==> src/hw/rtl/assert_macros.svh <==
// assertion helpers used by the rtl (qsvn_merge), compiled out when ASSERT_OFF is set
`ifndef ASSERT_MACROS_SVH
`define ASSERT_MACROS_SVH

`ifndef ASSERT_OFF
// checked on every rising clk edge outside reset
`define QSVN_ASSERT(name, prop, msg) \
    name: assert property (@(posedge clk) disable iff (!rst_n) prop) else $error(msg);
// checked on every rising clk edge, reset included
`define QSVN_ASSERT_ALWAYS(name, prop, msg) \
    name: assert property (@(posedge clk) prop) else $error(msg);
`else
`define QSVN_ASSERT(name, prop, msg)
`define QSVN_ASSERT_ALWAYS(name, prop, msg)
`endif

`endif

==> src/hw/rtl/qsvn_pkg.sv <==
// ----------------------------------------------------------------------------
// qsvn_pkg
// widths, types and constants of the quad surface vertex normals unit
// ----------------------------------------------------------------------------
package qsvn_pkg;

    localparam int COORD_W          = 32;
    localparam int EDGE_W           = COORD_W + 1;
    localparam int PROD_W           = 2 * EDGE_W;
    localparam int CROSS_W          = PROD_W + 1;
    localparam int MAG_W            = PROD_W;
    localparam int HALF_W           = (MAG_W + 1) / 2;
    localparam int PP_W             = 2 * HALF_W;
    localparam int SQ_W             = 2 * MAG_W;
    localparam int LEN_W            = SQ_W + 2;
    localparam int NORMAL_FRAC_BITS = 14;
    localparam int RES_W            = NORMAL_FRAC_BITS + 1;
    localparam int NORM_BITS        = RES_W;
    localparam int NORM_W           = 16;
    localparam int T_W              = SQ_W + 2 * NORMAL_FRAC_BITS + 2;
    localparam int U_W              = LEN_W + 2 * RES_W;
    localparam int V_W              = LEN_W + RES_W + 1;
    localparam int N_W              = U_W + 2;
    localparam int SHIFT_W          = 4;
    localparam int SHL_W            = LEN_W + 2 * ((1 << SHIFT_W) - 1);

    localparam logic [SHIFT_W-1:0] SHIFT_RESET = SHIFT_W'(6);
    localparam logic signed [NORM_W-1:0] UNIT_POS = NORM_W'(1 << NORMAL_FRAC_BITS);
    localparam logic signed [NORM_W-1:0] UNIT_NEG = -UNIT_POS;

    typedef logic signed [COORD_W-1:0] coord_t;
    typedef logic signed [EDGE_W-1:0]  edge_t;
    typedef logic [SQ_W-1:0]           sq_t;
    typedef logic [LEN_W-1:0]          len_t;

    typedef struct packed {
        logic       vld;
        logic [1:0] idx;
    } job_t;

    typedef struct packed {
        logic                   vld;
        logic [1:0]             idx;
        logic [2:0][NORM_W-1:0] n;
        len_t                   len2;
    } vec_res_t;

endpackage

==> src/hw/rtl/qsvn_merge.sv <==
// ----------------------------------------------------------------------------
// qsvn_merge
// joins corner and quad normals, degenerate corner fallback, output register
// ----------------------------------------------------------------------------
`include "assert_macros.svh"

module qsvn_merge (
    input  logic                                clk,
    input  logic                                rst_n,
    input  logic                                adv,
    input  logic [qsvn_pkg::SHIFT_W-1:0]        shift,
    input  qsvn_pkg::vec_res_t                  corner,
    input  qsvn_pkg::vec_res_t                  quad,
    output logic                                out_valid,
    output logic [1:0]                          corner_index,
    output logic signed [qsvn_pkg::NORM_W-1:0]  corner_nx,
    output logic signed [qsvn_pkg::NORM_W-1:0]  corner_ny,
    output logic signed [qsvn_pkg::NORM_W-1:0]  corner_nz,
    output logic signed [qsvn_pkg::NORM_W-1:0]  quad_nx,
    output logic signed [qsvn_pkg::NORM_W-1:0]  quad_ny,
    output logic signed [qsvn_pkg::NORM_W-1:0]  quad_nz,
    output logic                                surface_valid,
    output logic                                last_corner
);
    import qsvn_pkg::*;

    logic [2:0][NORM_W-1:0] held_n_reg;
    len_t                   held_len2_reg;
    logic [2:0][NORM_W-1:0] q_n;
    len_t                   q_len2;
    logic [2:0][NORM_W-1:0] c_n;
    logic [SHL_W-1:0]       c_scaled;
    logic                   fallback;

    logic                   out_valid_reg;
    logic [1:0]             idx_reg;
    logic [2:0][NORM_W-1:0] cn_reg;
    logic [2:0][NORM_W-1:0] qn_reg;
    logic                   sv_reg;
    logic                   last_reg;

    // quad result leaves the pipe together with corner 0 and is held for the rest
    always_ff @(posedge clk)
    begin
        if (adv && quad.vld)
        begin
            held_n_reg    <= quad.n;
            held_len2_reg <= quad.len2;
        end
    end

    always_comb
    begin
        q_n      = quad.vld ? quad.n : held_n_reg;
        q_len2   = quad.vld ? quad.len2 : held_len2_reg;
        c_scaled = SHL_W'(corner.len2) << {shift, 1'b0};
        fallback = (corner.len2 == '0) || (c_scaled <= SHL_W'(q_len2));
        c_n      = fallback ? q_n : corner.n;
    end

    always_ff @(posedge clk or negedge rst_n)
    begin
        if (!rst_n)
        begin
            out_valid_reg <= 1'b0;
        end
        else if (adv)
        begin
            out_valid_reg <= corner.vld;
        end
    end

    always_ff @(posedge clk)
    begin
        if (adv && corner.vld)
        begin
            idx_reg  <= corner.idx;
            cn_reg   <= c_n;
            qn_reg   <= q_n;
            sv_reg   <= (q_len2 != '0);
            last_reg <= (corner.idx == 2'd3);
        end
    end

    assign out_valid     = out_valid_reg;
    assign corner_index  = idx_reg;
    assign corner_nx     = cn_reg[0];
    assign corner_ny     = cn_reg[1];
    assign corner_nz     = cn_reg[2];
    assign quad_nx       = qn_reg[0];
    assign quad_ny       = qn_reg[1];
    assign quad_nz       = qn_reg[2];
    assign surface_valid = sv_reg;
    assign last_corner   = last_reg;

    `QSVN_ASSERT(a_quad_with_corner0, quad.vld |-> corner.vld && (corner.idx == 2'd0), "quad result not aligned with corner 0")
    `QSVN_ASSERT(a_corner_order, adv && corner.vld && (corner.idx != 2'd3) |=> corner.vld && (corner.idx == 2'($past(corner.idx) + 2'd1)), "corner results out of order")
    `QSVN_ASSERT(a_corner_unit, out_valid |-> (corner_nx <= UNIT_POS) && (corner_nx >= UNIT_NEG) && (corner_nz <= UNIT_POS) && (corner_nz >= UNIT_NEG), "corner normal out of range")
    `QSVN_ASSERT(a_quad_zero, out_valid && !surface_valid |-> (quad_nx == '0) && (quad_ny == '0) && (quad_nz == '0), "degenerate quad with nonzero normal")

endmodule

==> config.mk <==
export PLATFORM = sky130hd
export DESIGN_NAME = qsvn_merge
export DESIGN_NICKNAME = d
export VERILOG_FILES = /design/src/hw/rtl/qsvn_pkg.sv /design/src/hw/rtl/qsvn_merge.sv
export VERILOG_INCLUDE_DIRS = /design/src /design/src/hw/rtl
export SDC_FILE = /design/constraint.sdc
export NUM_CORES = 1
export LEC_CHECK = 0
export BUFFER_PORTS_ARGS = -buffer_cell sky130_fd_sc_hd__buf_2
export CORE_MARGIN = 5
export CORE_UTILIZATION = 55
export CTS_BUF_LIST = sky130_fd_sc_hd__clkbuf_16
export CTS_CLUSTER_SIZE = 24
export DETAILED_ROUTE_END_ITERATION = 8
export GPL_TIMING_DRIVEN = 0
export PLACE_DENSITY = 0.82
export SYNTH_ARGS = -nofsm -noshare
export SYNTH_HDL_FRONTEND = slang
export SYNTH_SLANG_ARGS = --single-unit
==> constraint.sdc <==
create_clock -name clk -period 3.8 [get_ports clk]
set_input_delay 0.38 -clock clk [delete_from_list [all_inputs] [get_ports clk]]
set_output_delay 0.38 -clock clk [all_outputs]
set_load 0.05 [all_outputs]
Word-level counts from Yosys, hierarchy flattened
Cells that the tools add are included.
{ "word_totals": {"regBits": 283, "input_bits": 377, "out_inout_bits": 101, "wordCells": 25} }
{ "op_classes": {"order_cmp": 1, "n_eq_ne": 1, "shift": 1, "mux": 3, "n_reduce_logical": 5} }
{ "ops": {"columns": ["cell", "n"], "rows": [
  ["164-bit by 134-bit <= comparator with 1-bit output", 1],
  ["134-bit by 5-bit left shift with 164-bit output", 1],
  ["134-bit logical NOT", 1],
  ["134-bit 2-to-1 mux", 1],
  ["134-bit nonzero test", 1],
  ["48-bit 2-to-1 mux", 2],
  ["2-bit equality test, second input constant", 1],
  ["1-bit logical AND", 2],
  ["1-bit logical OR", 1]
]} }

Depth between registers and ports, before layout
{ "logic_depth": {"word_depth": 4, "depth_mapped": 23, "depth_no_buf": 16} }

Worst setup path after synthesis
No wires, ideal clock.
{ "synth_timing": {"kind": "input port to flip-flop", "from": "in quad[184] in the netlist's numbering", "to": "reg held_len2_reg[0] (enable)", "setup_ns": 0.563, "arrival_ns": 5.989, "required_ns": 3.237, "setup_slack_ns": -2.752, "stages": 5, "n_path_buf": 4, "cell_sequence": "clkbuf_1 -> buf_1 -> clkbuf_1 -> clkbuf_1 -> and2_1"} }
{ "synth_between": {"elab_chain_cells": 1} }
{ "synth_rtl": {"columns": ["item", "line", "rtl"], "rows": [
  ["start: declaration", "qsvn_merge.sv:13", "input qsvn_pkg::vec_res_t quad,"],
  ["1-bit logical AND", "qsvn_merge.sv:45", "if (adv && quad.vld)"],
  ["end signal: assignment", "qsvn_merge.sv:48", "held_len2_reg <= quad.len2;"],
  ["end: declaration", "qsvn_merge.sv:28", "len_t held_len2_reg;"]
]} }
Every way passes these cells.
A chain may end at the register's enable or synchronous reset.

==> results_dict.tcl <==
set metrics [dict create \
    clock-root-buffer "clkbuf_16" \
    gr-usage-met2_pct 67.6 \
    finalCritPeriodShare_pct 121 \
    ys_warn_count 0 \
    rows 71 \
    antenna_found_initial 6 \
    p_int_mw 6.52 \
    grt_max_degree 69 \
    combinationalPowerShare_pct 35.2 \
    syn_area_per_cell_um2 12.8 \
    drv_slew 0 \
    dieWidth_um 205 \
    fmax_mhz 218 \
    die_h_um 205 \
    arrival_ps 4910 \
    gr-usage-met1_pct 54.6 \
    clkPwrFrac_pct 27.2 \
    drive_above_1_share_pct 44.7 \
    path_clk_slew_ps 70 \
    powerDensity_nw_per_um2 353 \
    drv_cap 0 \
    drc_errors 0 \
    synth_cell_types 56 \
    vdd_ir_drop_max_mv 0.335 \
    relSlewSlack_pct 34.9 \
    ys.flop_type "edfxtp_1" \
    core_um2 37600 \
    violations "setup timing" \
    dp_hpwl_um 71200 \
    post-place-ws_ps -2930 \
    path_max_fanout 10 \
    synthCells 1634 \
    synth_edf_count 282 \
    syn_area_um2 20800 \
    numCtsBuffers 29 \
    min_path_type "input pin to flop" \
    p_sw_mw 3.37 \
    gp_congestion 1.03 \
    totalWireLength_um 95500 \
    drtAntennaViolNets 0 \
    fin_ws_ps -794 \
    critPathKind "input pin to flop" \
    outcome "finished, violations left" \
    cp_slowest_cell "ha_1" \
    cts_tree "done" \
    wl_per_cell_um 33.6 \
    multi_input_area_um2 12900 \
    rsz0062_at_grt "true" \
    cts_buffer_depth 3 \
    finalSetupTns_ps -35590 \
    grt_usage_pct 42.8 \
    cp_top_family "buffers and inverters" \
    syn_to_final_growth_pct 34.5 \
    layout.cells.most_common_list "485 x buf_2, 282 x edfxtp_1, 216 x mux2i_1, 135 x mux4_2, 121 x ha_1" \
    route.vias.total 20000 \
    port_buffers 471 \
    grt_use_met3_pct 10.5 \
    hold_viol_final 0 \
    grt_pass1_vias 19800 \
    tightest_slew_ps 967 \
    mostFrequentLayoutCell "buf_2" \
    cts_num_sinks 283 \
    grt_pass1_wl_um 133000 \
    num_io_pins 478 \
    worstSetupEndpointType "flop" \
    dr.pass1.iters 6 \
    grt_overflow 0 \
    power_frac_seq_pct 37.6 \
    crit_chain "buf_12 > buf_12 > buf_12 > buf_12 > clkbuf_16 > buf_8 > buf_6 > mux4_2 > mux2i_4 > mux2i_2 > ha_1 > nand4_1 > buf_4 > o21ai_0 > a221o_1 > a21oi_1 > o32ai_2 > o21a_1 > o41ai_4 > buf_4 > buf_12 > buf_12 > mux2_1" \
    drt_iter0_drc 2944 \
    insertion_delay_ps 590 \
    swShare_pct 34.1 \
    cts-htree-levels 1 \
    vias_per_cell 7.04 \
    worst_path_most_repeated_cell "buf_12" \
    synth-seq-area-share_pct 40.7 \
    slowest_delay_ps 420 \
    largest_reg_flops 134 \
    skew_ps 26.8 \
    setup_violations 48 \
    finalCriticalPeriod_ps 4590 \
    crit_buf_inv 11 \
    start_kind "input pin" \
    start_util_pct 55.5 \
    ys_ff_latch 283 \
    p_leak_nw 11.4 \
    nNetsFinal 2821 \
    syn-num-nets 2145 \
    async_reset_ff_share_pct 0.353 \
    fillCellCount 2466 \
    cp.required_ps 4110 \
    dieArea_um2 41900 \
    gr-max-usage-layer "met2" \
    regArea_um2 8490 \
]
[Yosys cell counts, types with 2 or more instances]
library cell / count / area share, %
a21bo_2: 2 / 0.096
a211o_1: 2 / 0.084
mux4_2: 135 / 15
mux2i_1: 256 / 12
clkbuf_1: 48 / 0.86
a2111oi_0: 5 / 0.21
nor3_1: 17 / 0.41
mux2_2: 90 / 4.9
o22ai_1: 9 / 0.27
o211ai_1: 2 / 0.072
a31oi_1: 2 / 0.060
a211oi_1: 32 / 1.2
buf_8: 2 / 0.14
and3_1: 2 / 0.060
edfxtp_1: 282 / 41
a221o_1: 3 / 0.14
or2_2: 4 / 0.12
nor4_1: 44 / 1.3
inv_1: 7 / 0.13
mux2_1: 20 / 1.1
o21a_1: 7 / 0.25
or4_1: 2 / 0.072
nor4_2: 3 / 0.18
nand2_1: 76 / 1.4
buf_6: 3 / 0.16
nor2_1: 78 / 1.4
buf_2: 20 / 0.48
o21ai_0: 48 / 1.2
and2_1: 22 / 0.66
a21oi_1: 115 / 2.8
ha_1: 134 / 8.0
buf_4: 3 / 0.11
nand3_1: 18 / 0.43
buf_1: 27 / 0.49
nand4_1: 74 / 2.2
a21o_1: 10 / 0.36
o221ai_1: 3 / 0.13
nor2b_1: 9 / 0.27
[through the flow]
stage | util [%] | power (mW) | hold slack [ps] | instance area, µm² | instances
6_report | 74.6 | 9.89 | 5.18 | 28000 | 2845
5_1_grt | 74.6 | 10.1 | 8.87 | 28000 | 2842
4_1_cts | 73.3 | 9.51 | 0.162 | 27500 | 2812
3_5_place_dp | 64.7 | 6.60 | 158 | 24300 | 2619
3_3_place_gp | 64.4 | 6.53 | 156 | 24200 | 2616
2_1_floorplan | - | 5.50 | 84.4 | 21200 | 1634
[worst register-to-register path: cells and delay by family, from the launching register on]
kind            cells  cell delay, ps
flops               1             380
mux                 2             970
fa+ha+maj           1             310
buf+inv             4             640
simple gates        1             160
compound gates      6            1330
[what timing repair did]
item,CTS,global route
buffers inserted,48,21
gates cloned,4,2
hold buffers,96,1
pin swaps,36,27
endpoints found under the hold margin,96,1
setup endpoints to repair,49,49
gates resized for setup,241,66
[worst paths after layout]
kind	slack [ps]	start	to	depth (start not counted)
setup / recovery	-790	shift[1]	corner_nz[2]	23
hold / removal	5	quad[107]	held_len2_reg[107]	1
setup reg to reg	-240	held_len2_reg[65]	corner_nz[2]	14
hold reg to reg	560	out_valid	out_valid	1
max in group asynchronous	3530	rst_n	out_valid	2
min in group asynchronous	190	rst_n	out_valid	2
[final cells by class]
class | count | area share, %
clock buffer | 29 | 2.59
timing repair buffer | 646 | 14.8
buffer | 102 | 3.40
tap | 511 | 2.28
inverter | 9 | 0.134
clock inverter | 17 | 0.393
sequential | 283 | 30.3
multi-input combinational | 1239 | 46.0
antenna | 9 | 0.0803
[power groups by stage]
stage	Clock (mW)	Sequential [mW]	Combinational, mW
2_1_floorplan	0	3.93	1.57
3_3_place_gp	0	3.77	2.76
3_5_place_dp	0	3.77	2.83
4_1_cts	2.61	3.71	3.20
5_1_grt	2.80	3.73	3.61
6_report	2.69	3.72	3.48
[per-layer routing]
layer | routed length (µm) | part of all wire (%) | vias to the layer above
met5 | 13 | 0.014 | -
met4 | 7300 | 7.6 | 2
met3 | 12500 | 13 | 414
met2 | 42900 | 45 | 1885
met1 | 32800 | 34 | 9685
li1 | - | - | 8031
[cells by family (layout without fill, tap and decap cells)]
kind of cell             Yosys count  count (layout)  share of synthesized area, %
buffers and inverters            112             803                          2.41
other                              0               9                             0
flip-flops                       283             283                          40.7
AND/OR/NAND/NOR                  352             352                          8.65
AO/OA/AOI/OAI                    252             252                          7.35
adder cells (fa/ha/maj)          134             134                          8.04
multiplexers                     501             501                          32.8
(Power assumes the default switching activity.)
